<file path="config.mk">
export PLATFORM = sky130hd
export DESIGN_NAME = sliding_window_dup_detector
export DESIGN_NICKNAME = d
export VERILOG_FILES = /design/src/rtl/swd_pkg.sv /design/src/rtl/swd_ram.sv /design/src/rtl/swd_fifo.sv /design/src/rtl/swd_front.sv /design/src/rtl/swd_back.sv /design/src/rtl/sliding_window_dup_detector.sv
export SDC_FILE = /design/constraint.sdc
export NUM_CORES = 2
export LEC_CHECK = 0
export BUFFER_PORTS_ARGS = -buffer_cell sky130_fd_sc_hd__buf_2
export CELL_PAD_IN_SITES_DETAIL_PLACEMENT = 0
export CELL_PAD_IN_SITES_GLOBAL_PLACEMENT = 1
export CORE_MARGIN = 3
export CORE_UTILIZATION = 34
export CTS_BUF_LIST = sky130_fd_sc_hd__clkbuf_16
export DETAILED_ROUTE_END_ITERATION = 8
export PLACE_DENSITY = 0.6
export RECOVER_POWER = 25
export SYNTH_ARGS = -nofsm -noshare
export SYNTH_HDL_FRONTEND = slang
export SYNTH_SLANG_ARGS = --single-unit
</file>
<file path="constraint.sdc">
create_clock -name i_clk -period 16.95 [get_ports i_clk]
set_input_delay 4.2375 -clock i_clk [delete_from_list [all_inputs] [get_ports i_clk]]
set_output_delay 4.2375 -clock i_clk [all_outputs]
set_load 0.1 [all_outputs]
</file>
<file path="src/rtl/swd_pkg.sv">
// ----------------------------------------------------------------------------
// swd_pkg: shared types and constants of the duplicate detector
// Field widths, verdict codes and the records passed between front and back.
// ----------------------------------------------------------------------------
`default_nettype none

package swd_pkg;

    localparam int SLOT_W      = 4;
    localparam int SEQ_W       = 32;
    localparam int WIDTH_W     = 6;
    localparam int SPAN_W      = 7;
    localparam int SEQ_W_MIN   = 8;
    localparam int SEQ_W_MAX   = 32;
    localparam logic [SEQ_W-1:0] SEQ_ONES = 32'hffff_ffff;
    localparam logic [SPAN_W-1:0] SPAN_RESET = 7'd64;

    typedef enum logic [2:0] {
        V_NEWER   = 3'd0,
        V_OLD_IN  = 3'd1,
        V_RESET   = 3'd2,
        V_WIN_DUP = 3'd3,
        V_REPEAT  = 3'd4,
        V_BAD     = 3'd5
    } t_verdict;

    // classified item, front to back
    typedef struct packed {
        logic               bad;
        logic [SLOT_W-1:0]  slot;
        logic [SEQ_W-1:0]   seq;
        logic [SEQ_W-1:0]   mask;
        logic [WIDTH_W-1:0] width;
    } t_cmd;

    // result item, back to output queue
    typedef struct packed {
        logic     is_dup;
        t_verdict verdict;
    } t_result;

endpackage

`default_nettype wire

</file>
<file path="src/rtl/swd_ram.sv">
// ----------------------------------------------------------------------------
// swd_ram: generic single-write, single-read RAM
// One write port and one read port; read data is registered.
// ----------------------------------------------------------------------------
`default_nettype none

module swd_ram #(
    parameter int WIDTH = 8,
    parameter int DEPTH = 16,
    localparam int AW = (DEPTH > 1) ? $clog2(DEPTH) : 1
) (
    input  wire logic             i_clk,
    input  wire logic             i_we,
    input  wire logic [AW-1:0]    i_waddr,
    input  wire logic [WIDTH-1:0] i_wdata,
    input  wire logic             i_re,
    input  wire logic [AW-1:0]    i_raddr,
    output logic      [WIDTH-1:0] o_rdata
);

    logic [WIDTH-1:0] r_mem [DEPTH];

    // write and registered read
    always_ff @(posedge i_clk) begin
        if (i_we) begin
            r_mem[i_waddr] <= i_wdata;
        end
        if (i_re) begin
            o_rdata <= r_mem[i_raddr];
        end
    end

endmodule

`default_nettype wire

</file>
<file path="src/rtl/swd_fifo.sv">
// ----------------------------------------------------------------------------
// swd_fifo: small synchronous queue
// Push/full on the write side, pop/empty on the read side, head shown directly.
// ----------------------------------------------------------------------------
`default_nettype none

module swd_fifo #(
    parameter int WIDTH = 8,
    parameter int DEPTH = 2,
    localparam int AW = (DEPTH > 1) ? $clog2(DEPTH) : 1,
    localparam int CW = $clog2(DEPTH + 1)
) (
    input  wire logic             i_clk,
    input  wire logic             i_rst_n,
    input  wire logic             i_push,
    input  wire logic [WIDTH-1:0] i_data,
    output logic                  o_full,
    input  wire logic             i_pop,
    output logic      [WIDTH-1:0] o_data,
    output logic                  o_empty
);

    logic [WIDTH-1:0] r_mem [DEPTH];
    logic [AW-1:0]    r_wr_ptr, n_wr_ptr;
    logic [AW-1:0]    r_rd_ptr, n_rd_ptr;
    logic [CW-1:0]    r_count, n_count;
    logic             do_push, do_pop;

    assign o_full  = (r_count == CW'(DEPTH));
    assign o_empty = (r_count == '0);
    assign o_data  = r_mem[r_rd_ptr];
    assign do_push = i_push && !o_full;
    assign do_pop  = i_pop && !o_empty;

    // advance pointers and count
    always_comb begin
        n_wr_ptr = r_wr_ptr;
        n_rd_ptr = r_rd_ptr;
        if (do_push) begin
            n_wr_ptr = (r_wr_ptr == AW'(DEPTH - 1)) ? '0 : r_wr_ptr + 1'b1;
        end
        if (do_pop) begin
            n_rd_ptr = (r_rd_ptr == AW'(DEPTH - 1)) ? '0 : r_rd_ptr + 1'b1;
        end
        case ({do_push, do_pop})
            2'b10:   n_count = r_count + 1'b1;
            2'b01:   n_count = r_count - 1'b1;
            default: n_count = r_count;
        endcase
    end

    always_ff @(posedge i_clk) begin
        if (!i_rst_n) begin
            r_wr_ptr <= '0;
            r_rd_ptr <= '0;
            r_count  <= '0;
        end else begin
            r_wr_ptr <= n_wr_ptr;
            r_rd_ptr <= n_rd_ptr;
            r_count  <= n_count;
        end
    end

    // store pushed entry
    always_ff @(posedge i_clk) begin
        if (do_push) begin
            r_mem[r_wr_ptr] <= i_data;
        end
    end

endmodule

`default_nettype wire

</file>
<file path="src/rtl/swd_front.sv">
// ----------------------------------------------------------------------------
// swd_front: input classifier
// Checks slot and width, masks the sequence and queues a command record.
// ----------------------------------------------------------------------------
`default_nettype none

module swd_front
    import swd_pkg::*;
#(
    parameter int NUM_FLOWS = 16
) (
    input  wire logic               i_push,
    input  wire logic [SLOT_W-1:0]  i_flow_slot,
    input  wire logic [SEQ_W-1:0]   i_seq_value,
    input  wire logic [WIDTH_W-1:0] i_seq_width,
    output logic                    o_full,
    input  wire logic               i_q_full,
    output logic                    o_q_push,
    output t_cmd                    o_cmd
);

    logic             slot_bad;
    logic             width_bad;
    logic [SEQ_W-1:0] mask;

    assign o_full   = i_q_full;
    assign o_q_push = i_push && !i_q_full;

    // classify and mask
    always_comb begin
        slot_bad  = (32'(i_flow_slot) >= NUM_FLOWS);
        width_bad = (i_seq_width < WIDTH_W'(SEQ_W_MIN)) || (i_seq_width > WIDTH_W'(SEQ_W_MAX));
        mask      = SEQ_ONES >> (WIDTH_W'(SEQ_W) - i_seq_width);
        o_cmd.bad   = slot_bad || width_bad;
        o_cmd.slot  = i_flow_slot;
        o_cmd.seq   = i_seq_value & mask;
        o_cmd.mask  = mask;
        o_cmd.width = i_seq_width;
    end

endmodule

`default_nettype wire

</file>
<file path="src/rtl/swd_back.sv">
// ----------------------------------------------------------------------------
// swd_back: per-flow window update engine
// Reads flow state, decides the verdict, writes back the new window state.
// ----------------------------------------------------------------------------
`default_nettype none

module swd_back
    import swd_pkg::*;
#(
    parameter int NUM_FLOWS  = 16,
    parameter int WINDOW_MAX = 64
) (
    input  wire logic              i_clk,
    input  wire logic              i_rst_n,
    input  wire logic [SPAN_W-1:0] i_span,
    input  wire t_cmd              i_cmd,
    input  wire logic              i_cmd_empty,
    output logic                   o_cmd_pop,
    output t_result                o_res,
    output logic                   o_res_push,
    input  wire logic              i_res_full
);

    localparam int SLOTS = (NUM_FLOWS < (2 ** SLOT_W)) ? NUM_FLOWS : (2 ** SLOT_W);
    localparam int AW    = (SLOTS > 1) ? $clog2(SLOTS) : 1;
    localparam int WB    = $clog2(WINDOW_MAX);
    localparam int EW    = WIDTH_W + SEQ_W + WINDOW_MAX;

    typedef enum logic {
        S_FETCH,
        S_EXEC
    } t_state;

    t_state             r_state, n_state;
    logic [SLOTS-1:0]   r_valid, n_valid;
    t_cmd               r_cmd;

    logic               ram_we;
    logic [EW-1:0]      ram_wdata;
    logic [EW-1:0]      ram_rdata;
    logic [AW-1:0]      slot_idx;

    logic [SPAN_W-1:0]     span;
    logic [WINDOW_MAX-1:0] smask;
    logic [WIDTH_W-1:0]    st_width;
    logic [SEQ_W-1:0]      st_newest;
    logic [WINDOW_MAX-1:0] st_bits;
    logic                  cur_valid;
    logic [SEQ_W-1:0]      sign;
    logic [SEQ_W-1:0]      d;
    logic [SEQ_W-1:0]      ndist;
    logic                  newer;
    logic [WINDOW_MAX-1:0] old_bit;
    logic [SEQ_W-1:0]      w_newest;
    logic [WINDOW_MAX-1:0] w_bits;
    logic                  upd;
    t_verdict              verdict;

    assign slot_idx  = r_cmd.slot[AW-1:0];
    assign st_width  = ram_rdata[EW-1 -: WIDTH_W];
    assign st_newest = ram_rdata[WINDOW_MAX +: SEQ_W];
    assign st_bits   = ram_rdata[WINDOW_MAX-1:0];
    assign cur_valid = r_valid[slot_idx];

    swd_ram #(
        .WIDTH (EW),
        .DEPTH (SLOTS)
    ) u_state_ram (
        .i_clk   (i_clk),
        .i_we    (ram_we),
        .i_waddr (slot_idx),
        .i_wdata (ram_wdata),
        .i_re    (o_cmd_pop),
        .i_raddr (i_cmd.slot[AW-1:0]),
        .o_rdata (ram_rdata)
    );

    // clamp span and build its bit mask
    always_comb begin
        if (i_span == '0) begin
            span = SPAN_W'(1);
        end else if (i_span > SPAN_W'(WINDOW_MAX)) begin
            span = SPAN_W'(WINDOW_MAX);
        end else begin
            span = i_span;
        end
        for (int i = 0; i < WINDOW_MAX; i++) begin
            smask[i] = (SPAN_W'(i) < span);
        end
    end

    // distances and direction
    always_comb begin
        sign    = r_cmd.mask ^ (r_cmd.mask >> 1);
        d       = (r_cmd.seq - st_newest) & r_cmd.mask;
        ndist   = (st_newest - r_cmd.seq) & r_cmd.mask;
        newer   = (d < sign) || ((d == sign) && (r_cmd.seq > st_newest));
        old_bit = WINDOW_MAX'(1) << ndist[WB-1:0];
    end

    // decide verdict and new flow state
    always_comb begin
        verdict  = V_BAD;
        upd      = 1'b0;
        w_newest = r_cmd.seq;
        w_bits   = WINDOW_MAX'(1);
        if (r_cmd.bad) begin
            verdict = V_BAD;
        end else if (!cur_valid) begin
            verdict = V_NEWER;
            upd     = 1'b1;
        end else if (st_width != r_cmd.width) begin
            verdict = V_BAD;
        end else if (d == '0) begin
            verdict = V_REPEAT;
        end else if (newer) begin
            verdict = V_NEWER;
            upd     = 1'b1;
            if (d < SEQ_W'(span)) begin
                w_bits = ((st_bits << d[WB-1:0]) | WINDOW_MAX'(1)) & smask;
            end
        end else if (ndist < SEQ_W'(span)) begin
            w_newest = st_newest;
            if ((st_bits & old_bit) != '0) begin
                verdict = V_WIN_DUP;
            end else begin
                verdict = V_OLD_IN;
                upd     = 1'b1;
                w_bits  = (st_bits | old_bit) & smask;
            end
        end else begin
            verdict = V_RESET;
            upd     = 1'b1;
        end
    end

    // sequence fetch and execute
    always_comb begin
        n_state        = r_state;
        n_valid        = r_valid;
        o_cmd_pop      = 1'b0;
        o_res_push     = 1'b0;
        ram_we         = 1'b0;
        ram_wdata      = {r_cmd.width, w_newest, w_bits};
        o_res.verdict  = verdict;
        o_res.is_dup   = (verdict >= V_WIN_DUP);
        unique case (r_state)
            S_FETCH: begin
                if (!i_cmd_empty) begin
                    o_cmd_pop = 1'b1;
                    n_state   = S_EXEC;
                end
            end
            S_EXEC: begin
                if (!i_res_full) begin
                    o_res_push = 1'b1;
                    ram_we     = upd;
                    if (upd) begin
                        n_valid[slot_idx] = 1'b1;
                    end
                    n_state = S_FETCH;
                end
            end
            default: n_state = S_FETCH;
        endcase
    end

    always_ff @(posedge i_clk) begin
        if (!i_rst_n) begin
            r_state <= S_FETCH;
            r_valid <= '0;
        end else begin
            r_state <= n_state;
            r_valid <= n_valid;
            if (o_cmd_pop) begin
                r_cmd <= i_cmd;
            end
        end
    end

    // a fetched command is always executed next
    a_pop_then_exec: assert property (@(posedge i_clk) disable iff (!i_rst_n)
        o_cmd_pop |=> (r_state == S_EXEC))
        else $error("command fetch not followed by execute");

    // state is written only while a result is delivered
    a_write_with_result: assert property (@(posedge i_clk) disable iff (!i_rst_n)
        ram_we |-> (o_res_push && (r_state == S_EXEC)))
        else $error("flow state written without result");

    // rejected commands never touch flow state
    a_bad_no_write: assert property (@(posedge i_clk) disable iff (!i_rst_n)
        (ram_we || (n_valid != r_valid)) |-> !r_cmd.bad)
        else $error("rejected command changed flow state");

    // duplicates leave flow state alone
    a_dup_no_write: assert property (@(posedge i_clk) disable iff (!i_rst_n)
        (o_res_push && o_res.is_dup) |-> !ram_we)
        else $error("duplicate changed flow state");

endmodule

`default_nettype wire

</file>
<file path="src/rtl/sliding_window_dup_detector.sv">
// ----------------------------------------------------------------------------
// sliding_window_dup_detector: per-flow anti-replay window
// Flags repeated or stale sequence numbers per flow with a sliding bitmap.
// ----------------------------------------------------------------------------
//
//   Channel   Direction  Handshake        Payload
//   --------  ---------  ---------------  ---------------------------------------
//   items     in         push / full      i_flow_slot, i_seq_value, i_seq_width
//   results   out        empty / pop      o_is_dup, o_verdict
//   config    in         i_cfg_we         i_cfg_wdata (window span)
//
// Each item passes the back end in a fetch state, which reads the flow state RAM,
// then an execute state, which decides and writes the state back; no new item is
// fetched until this read-modify-write is done, and this sets the rate.
// Reset is synchronous; it clears flow valid bits and restores the span to 64.
// A two-entry command queue and a two-entry result queue let input and output
// stall independently; a full result queue holds the back end in execute.
// ----------------------------------------------------------------------------
`default_nettype none

module sliding_window_dup_detector
    import swd_pkg::*;
#(
    parameter int NUM_FLOWS  = 16,
    parameter int WINDOW_MAX = 64
) (
    input  wire logic               i_clk,
    input  wire logic               i_rst_n,
    input  wire logic               push,
    output logic                    full,
    input  wire logic [SLOT_W-1:0]  i_flow_slot,
    input  wire logic [SEQ_W-1:0]   i_seq_value,
    input  wire logic [WIDTH_W-1:0] i_seq_width,
    output logic                    empty,
    input  wire logic               pop,
    output logic                    o_is_dup,
    output logic [2:0]              o_verdict,
    input  wire logic               i_cfg_we,
    input  wire logic [SPAN_W-1:0]  i_cfg_wdata
);

    localparam int CMD_DEPTH = 2;
    localparam int RES_DEPTH = 2;

    logic [SPAN_W-1:0]        r_window_span;
    t_cmd                     front_cmd;
    logic                     front_push;
    logic                     cmd_full;
    logic [$bits(t_cmd)-1:0]  cmd_q_data;
    t_cmd                     cmd_head;
    logic                     cmd_empty;
    logic                     cmd_pop;
    t_result                  back_res;
    logic                     res_push;
    logic                     res_full;
    logic [$bits(t_result)-1:0] res_q_data;
    t_result                  res_head;

    // hold window span register
    always_ff @(posedge i_clk) begin
        if (!i_rst_n) begin
            r_window_span <= SPAN_RESET;
        end else if (i_cfg_we) begin
            r_window_span <= i_cfg_wdata;
        end
    end

    swd_front #(
        .NUM_FLOWS (NUM_FLOWS)
    ) u_front (
        .i_push      (push),
        .i_flow_slot (i_flow_slot),
        .i_seq_value (i_seq_value),
        .i_seq_width (i_seq_width),
        .o_full      (full),
        .i_q_full    (cmd_full),
        .o_q_push    (front_push),
        .o_cmd       (front_cmd)
    );

    swd_fifo #(
        .WIDTH ($bits(t_cmd)),
        .DEPTH (CMD_DEPTH)
    ) u_cmd_q (
        .i_clk   (i_clk),
        .i_rst_n (i_rst_n),
        .i_push  (front_push),
        .i_data  (front_cmd),
        .o_full  (cmd_full),
        .i_pop   (cmd_pop),
        .o_data  (cmd_q_data),
        .o_empty (cmd_empty)
    );

    assign cmd_head = t_cmd'(cmd_q_data);

    swd_back #(
        .NUM_FLOWS  (NUM_FLOWS),
        .WINDOW_MAX (WINDOW_MAX)
    ) u_back (
        .i_clk       (i_clk),
        .i_rst_n     (i_rst_n),
        .i_span      (r_window_span),
        .i_cmd       (cmd_head),
        .i_cmd_empty (cmd_empty),
        .o_cmd_pop   (cmd_pop),
        .o_res       (back_res),
        .o_res_push  (res_push),
        .i_res_full  (res_full)
    );

    swd_fifo #(
        .WIDTH ($bits(t_result)),
        .DEPTH (RES_DEPTH)
    ) u_res_q (
        .i_clk   (i_clk),
        .i_rst_n (i_rst_n),
        .i_push  (res_push),
        .i_data  (back_res),
        .o_full  (res_full),
        .i_pop   (pop),
        .o_data  (res_q_data),
        .o_empty (empty)
    );

    // drive result ports from queue head
    assign res_head  = t_result'(res_q_data);
    assign o_is_dup  = res_head.is_dup;
    assign o_verdict = res_head.verdict;

endmodule

`default_nettype wire

</file>
# --- After elaboration in Yosys (flattened, before gate mapping) ---
# Memory sizes are Yosys's and may differ from the RTL's. A register that Yosys moved wholly into a read port is not among the register bits.
# Index checks and enable logic that the tools add are counted.
word_totals:
  register_bits: 107
  ram_bits: 1790
  output_inout_bits: 6
  memories: 3
memory_table:
  columns: ["name", "depth", "word_bits", "read_ports", "rd_ports_with_merged_regs", "wr", "line", "source"]
  rows:
  - ["u_back.u_state_ram.r_mem", 16, 102, 1, 1, 1, "swd_ram.sv:21", "logic [WIDTH-1:0] r_mem [DEPTH];"]
  - ["u_cmd_q.r_mem", 2, 75, 1, 1, 1, "swd_fifo.sv:23", "logic [WIDTH-1:0] r_mem [DEPTH];"]
  - ["u_res_q.r_mem", 2, 4, 1, 1, 1, "swd_fifo.sv:23", null]
op_classes:
  n_addsub: 11
  order_cmp: 74
  eq_ne: 8
  shifts: 3
  n_mux: 58
  bitwise_logic: 11
  n_reduce_logical: 22
op_table:
  columns: ["cell", "n"]
  rows:
  - ["64-bit two-way mux", 8]
  - ["6-bit by 7-bit < comparator with 1-bit output, first input constant", 32]
  - ["64-bit AND", 3]
  - ["32-bit two-way mux", 6]
  - ["5-bit by 7-bit < comparator with 1-bit output, first input constant", 16]
  - ["32-bit AND", 3]
  - ["32-bit by 7-bit < comparator with 1-bit output", 2]
  - ["64-bit bitwise OR", 1]
  - ["64-bit nonzero test", 1]
  - ["1-bit by 6-bit left shift with 64-bit output, first input constant", 1]
  - ["64-bit by 6-bit left shift with 64-bit output", 1]
  - ["32-bit subtractor", 2]
  - ["4-bit by 7-bit < comparator with 1-bit output, first input constant", 8]
  - ["32-bit == test", 1]
  - ["32-bit > comparator", 1]
  - ["32-bit logical NOT", 1]
  - ["32-bit < comparator", 1]
  - ["32-bit by 6-bit >> shifter with 32-bit output, first input constant", 1]
  - ["32-bit by 31-bit bitwise XOR with 32-bit output", 1]
  - ["1-bit two-way mux", 30]
  - ["3-bit by 7-bit < comparator with 1-bit output, first input constant", 4]
  - ["16-bit bitwise OR", 1]
  - ["3-bit two-way mux", 5]
  - ["1-bit by 7-bit < comparator with 1-bit output, first input constant", 2]
  - ["other kinds (29)", 55]

# --- Depth between registers and ports, before layout ---
logic_depth:
  word_depth: 16
  ltp_mapped: 24
  depth_no_buf: 23

# --- Modules after synthesis ---
# From an unflattened synthesis, not the netlist that was laid out.
hier_totals:
  cells_unflattened: 5025
  hier_area_um2: 86551.8
modules_own_cells:
  columns: ["mod", "instances", "cells_each", "area_per_inst_um2"]
  rows:
  - ["swd_ram", 1, 2610, 63982.6]
  - ["swd_back", 1, 1946, 15233.4]
  - ["swd_fifo at u_cmd_q", 1, 259, 5625.4]
  - ["swd_front", 1, 149, 934.6]
  - ["swd_fifo at u_res_q", 1, 39, 513.0]
  - ["sliding_window_dup_detector", 1, 22, 262.8]

# --- Worst setup path before layout ---
# OpenSTA, ideal clock, no wires.
synth_path:
  path_kind: "register to register"
  startpoint: "register u_back.u_state_ram.o_rdata[66], read port of u_back.u_state_ram.r_mem"
  endpoint: "memory u_back.u_state_ram.r_mem[6][0] in the netlist's numbering (enable)"
  setup_time_ns: 0.813
  arrival_time_ns: 13.886
  required_ns: 16.137
  setup_slack_ns: 2.251
  stages_incl_launch_ff: 22
  n_path_buf: 2
  synth_period_minus_slack_ns: 14.699
  path_cell_list: "edfxtp_1 -> inv_1 -> ha_1 -> buf_4 -> a21oi_1 -> o21ai_0 -> a221oi_2 -> o21ai_0 -> xor2_1 -> and2_1 -> ha_1 -> nand3_1 -> or4_1 -> nor3_1 -> nand4_1 -> o22ai_1 -> a211o_1 -> nand4bb_1 -> o211ai_1 -> and2_1 -> clkbuf_1 -> nor4_1"
synth_via:
  elab_chain_cells: 16
  word_cells_on_any_way: 25
  classes_between: "add/sub (2); order compare (3); eq/ne (1); shift (1); mux (11); bitwise (3); reduce/logical (4)"
synth_rtl:
  columns: ["item", "line", "source"]
  rows:
  - ["start, declared", "swd_ram.sv:18", "output logic [WIDTH-1:0] o_rdata"]
  - ["branches (longest 8 deep; another with 32-bit subtractor)", null, null]
  - ["1-bit two-way mux (*)", "swd_back.sv:114", "end else if (d == '0) begin"]
  - ["1-bit two-way mux (*)", "swd_back.sv:112", "end else if (st_width != r_cmd.width) begin"]
  - ["1-bit two-way mux (*)", "swd_back.sv:109", "end else if (!cur_valid) begin"]
  - ["1-bit two-way mux (*)", "swd_back.sv:107", "if (r_cmd.bad) begin"]
  - ["1-bit two-way mux (*)", "swd_back.sv:155", "if (!i_res_full) begin"]
  - ["1-bit two-way mux (*)", "swd_back.sv:147", "unique case (r_state)"]
  - ["1-bit two-way mux (*)", "swd_ram.sv:25", "if (i_we) begin"]
  - ["1-bit two-way mux (implied by the code) (*)", "swd_ram.sv:26", "r_mem[i_waddr] <= i_wdata;"]
  - ["end, declared", "swd_ram.sv:21", null]
# Mark *: on every way between the ends.

# --- Worst setup path in the final report ---
layout_path:
  startpoint: "register u_back.r_cmd[38] in the netlist's numbering"
  endpoint: "memory u_back.u_state_ram.r_mem[13][69] in the netlist's numbering (data pin)"
layout_via:
  elab_chain_cells: 10
  word_cells_on_any_way: 17
  classes_between: "add/sub (2); order compare (3); eq/ne (1); mux (6); bitwise (2); reduce/logical (3)"
layout_rtl:
  columns: ["item", "line", "source"]
  rows:
  - ["start, declared", "swd_back.sv:36", "t_cmd r_cmd;"]
  - ["start signal, assigned", "swd_back.sv:176", "r_cmd <= i_cmd;"]
  - ["branches (longest 6 deep; another with 32-bit subtractor)", null, null]
  - ["32-bit two-way mux (*)", "swd_back.sv:114", null]
  - ["32-bit two-way mux (*)", "swd_back.sv:112", null]
  - ["32-bit two-way mux (*)", "swd_back.sv:109", null]
  - ["32-bit two-way mux (*)", "swd_back.sv:107", null]
  - ["net u_back.u_state_ram.i_wdata[69]", "swd_ram.sv:15", "input wire logic [WIDTH-1:0] i_wdata,"]
# Mark *: on every way through the listed nets, which the timed path passes.

==> results.tsv <==
metric	value	unit
run status	finished with violations	
violations in the final reports	capacitance limit, slew limit	
Post-Synthesis Cell Area	0.0893	mm²
commonest non-fill, non-tap cell in the layout	sky130_fd_sc_hd__edfxtp_1	
number of cells produced by synthesis	7445	
fill count	24900	
CTS buffer count	207	
Iter 0 DRT Violations	6509	
final wirelength	297	mm
post_cts resized	0	
synthesized netlist net count	7613	
highest-count cells in the layout ignoring fill and taps	sky130_fd_sc_hd__edfxtp_1, sky130_fd_sc_hd__nand2_1, sky130_fd_sc_hd__nand3_1	
die boundary width	518	µm
worst setup path category	register to register	
post-route standard cell area excluding fillers	0.100	mm²
crit end category	register	
# H-tree levels	4	
sum of negative setup slack	0	ns
fmax	0.0824	GHz
number of max-cap violations	21	
Distinct cells, synth	87	
Final Cycle Share	0.716	
detailed-placement wirelength estimate	172	mm
iteration count of the initial detailed-routing pass	6	
die area	0.269	mm²
sequential cell area fraction in the yosys report	0.669	
leakage power total	34.6	nW
PwrDens	173	mW/mm²
synthesized flop and latch total	2001	
top-level I/O count	60	
core footprint	0.260	mm²
global-route wire length before repair	428	mm
worst-case setup slack after placement	8.47	ns
vias per inst	5.52	
Bufs on Longest Clock Path	3	
RSZ-0062 raised after global routing	false	
number of antenna violations at the first check in global routing	7	
fraction of final layout cells with drive strength greater than 1	0.0821	
worst clock skew	0.0437	ns
mean instance size in the synthesized netlist	12.0	µm²
register cell area after layout	0.0597	mm²
Warnings, synthesis	0	
Routed wire per std cell	26.8	µm
Post-synth EDFFs	1967	
Max FO, Critical Path	51	
Max-Slew Margin vs Limit	-1.69	
insertion delay of the later-clocked pin in the worst-skew pair	0.86	ns
vias after detailed routing	61100	
# setup viols final	0	
worst endpoint required time	17.40	ns
Buffers on Ports	59	
Critical Path AT	12.59	ns
cell taking the most area after synthesis	sky130_fd_sc_hd__edfxtp_1	
Clock Root Buffer	sky130_fd_sc_hd__clkbuf_16	
all-layer global routing usage	0.214	
fin worst setup slack	4.82	ns
pin slew with the least headroom to its limit	4.03	ns
clock tree from TritonCTS	yes	
worst supply voltage drop on vdd	0.000128	V
Initial Util	0.343	
hold violation count in the final report	0	
routed metal-1 wirelength	132	mm
met3 WL	17.9	mm
hold buffers post-CTS	0	
vias in the first global route	59300	
clock-pin slew on the worst setup and hold paths	0.06	ns
final estimated routing congestion in global placement	0.972	
element type at the critical path start	register	
dominant synthesized flop cell	sky130_fd_sc_hd__edfxtp_1	
post-detailed-placement cell area	0.0940	mm²
number of cell rows	187	
minimum clock period	12.13	ns
number of nets still failing antenna checks after routing	0	
Clock Sink Count	2001	
Vert. Die Dim	518	µm
total gr overflow	0	
met2 routed WL	138	mm
area of combinational cells with multiple inputs	0.0275	mm²
Core Util, Final	0.385	
proportion of netlist area held by the largest area contributor	0.662	
highest routed metal layer	met4	
number of setup buffers added after CTS	0	
most area-consuming cells after synthesis	sky130_fd_sc_hd__edfxtp_1, sky130_fd_sc_hd__nand2_1, sky130_fd_sc_hd__nand3_1	
worst min-delay path category	register to register	
post-synthesis async set-or-reset flop share	0	
drt drc	0	
final-stage net count	7554	
maximum number of pins on one net before global-route repair	159	
layout overhead on the synthesized area	12.4	%
Pins Over Slew Limit	856	
==> power breakdown <==
part	switching [W]	internal, W
Clock	0.00191	0.00248
Sequential	0.000373	0.00593
Combinational	0.00468	0.00195
Total	0.00696	0.0104
==> Yosys cell counts (30+ instances only) <==
| library cell | instances |
|---|---|
| sky130_fd_sc_hd__nor3_1 | 57 |
| sky130_fd_sc_hd__mux2i_1 | 283 |
| sky130_fd_sc_hd__buf_1 | 65 |
| sky130_fd_sc_hd__nand2_1 | 1900 |
| sky130_fd_sc_hd__inv_1 | 113 |
| sky130_fd_sc_hd__a211oi_1 | 62 |
| sky130_fd_sc_hd__edfxtp_1 | 1967 |
| sky130_fd_sc_hd__clkbuf_1 | 407 |
| sky130_fd_sc_hd__nor2b_1 | 30 |
| sky130_fd_sc_hd__xnor2_1 | 56 |
| sky130_fd_sc_hd__a311oi_1 | 207 |
| sky130_fd_sc_hd__mux2_2 | 84 |
| sky130_fd_sc_hd__ha_1 | 112 |
| sky130_fd_sc_hd__dfxtp_1 | 34 |
| sky130_fd_sc_hd__and3_1 | 123 |
| sky130_fd_sc_hd__a31oi_1 | 112 |
| sky130_fd_sc_hd__nor2_1 | 153 |
| sky130_fd_sc_hd__o21ai_0 | 167 |
| sky130_fd_sc_hd__and2_1 | 54 |
| sky130_fd_sc_hd__a21oi_1 | 144 |
| sky130_fd_sc_hd__nand4_1 | 40 |
| sky130_fd_sc_hd__nand3_1 | 882 |
==> metrics by stage <==
stage | power, W | instances | hold WS, ns
after floorplan | 0.0104 | 7445 | 0.414
after global placement | 0.0129 | 10700 | 0.428
after detailed placement | 0.0129 | 10700 | 0.435
after CTS | 0.0173 | 11100 | 0.453
after global routing | 0.0181 | 11100 | 0.469
final | 0.0173 | 11100 | 0.453
==> critical path, cell delays in order, from the launching register on <==
cell	delay (ns)
sky130_fd_sc_hd__edfxtp_1	0.40
sky130_fd_sc_hd__inv_1	0.09
sky130_fd_sc_hd__ha_1	0.24
sky130_fd_sc_hd__inv_1	0.08
sky130_fd_sc_hd__fa_1	0.43
sky130_fd_sc_hd__and3_1	0.18
sky130_fd_sc_hd__or2_2	0.30
sky130_fd_sc_hd__xor2_1	0.20
sky130_fd_sc_hd__nand2_2	0.10
sky130_fd_sc_hd__clkbuf_1	2.06
sky130_fd_sc_hd__clkinv_1	0.27
sky130_fd_sc_hd__clkbuf_1	0.97
sky130_fd_sc_hd__a2111o_1	0.73
sky130_fd_sc_hd__nor3_1	0.18
sky130_fd_sc_hd__and4_1	0.21
sky130_fd_sc_hd__or3b_2	0.53
sky130_fd_sc_hd__nand4b_1	0.13
sky130_fd_sc_hd__clkbuf_1	1.88
sky130_fd_sc_hd__nor2_1	1.08
sky130_fd_sc_hd__buf_4	0.62
sky130_fd_sc_hd__mux2i_1	1.00
==> layout make-up <==
cell class,instances,share of cell area
Tap cell,3496,0.0436
Timing Repair Buffer,228,0.0168
Sequential cell,2001,0.595
Antenna cell,6,0.000150
Clock inverter,168,0.0127
Clock buffer,211,0.0526
Multi-Input combinational cell,4831,0.274
Inverter,117,0.00451
==> cell families (layout without fill, tap and decap cells) <==
family	count (synthesis)	in the layout	synth area share
AO/OA/AOI/OAI	930	930	0.0729
XOR/XNOR	72	72	0.00706
adder cells (fa/ha/maj)	114	114	0.0161
buffers and inverters	613	724	0.0262
flip-flops	2001	2001	0.669
multiplexers	372	372	0.0436
other	0	6	0
AND/OR/NAND/NOR	3343	3343	0.165
==> metal layers <==
metal,track usage,up-vias
li1,-,27500
met1,0.302,31000
met2,0.342,2183
met3,0.0304,410
met4,0.0648,0
met5,0,-
==> sequential cells by signal, summed over array words and instances (netlist names), 2 cells and up, named ones only <==
name                        count
u_back.r_valid                 16
u_back.u_state_ram.o_rdata    102
u_back.u_state_ram.r_mem     1632
u_res_q.r_count                 2
u_cmd_q.r_mem                 150
u_back.r_cmd                   71
u_back.slot_idx                 4
u_res_q.r_mem                   8
u_cmd_q.r_count                 2
r_window_span                   7
==> path summary, 6_finish.rpt <==
path                                          from                               end  slack (ns)  depth (start not counted)
worst max-delay path              u_back.r_cmd[38]  u_back.u_state_ram.r_mem[13][69]        4.82                         20
worst min-delay path            u_back.r_valid[13]                u_back.r_valid[13]        0.45                          2
worst max register to register    u_back.r_cmd[38]  u_back.u_state_ram.r_mem[13][69]        4.82                         20
worst min register to register  u_back.r_valid[13]                u_back.r_valid[13]        0.45                          2
Note: power is estimated with default switching activity, not from simulation.
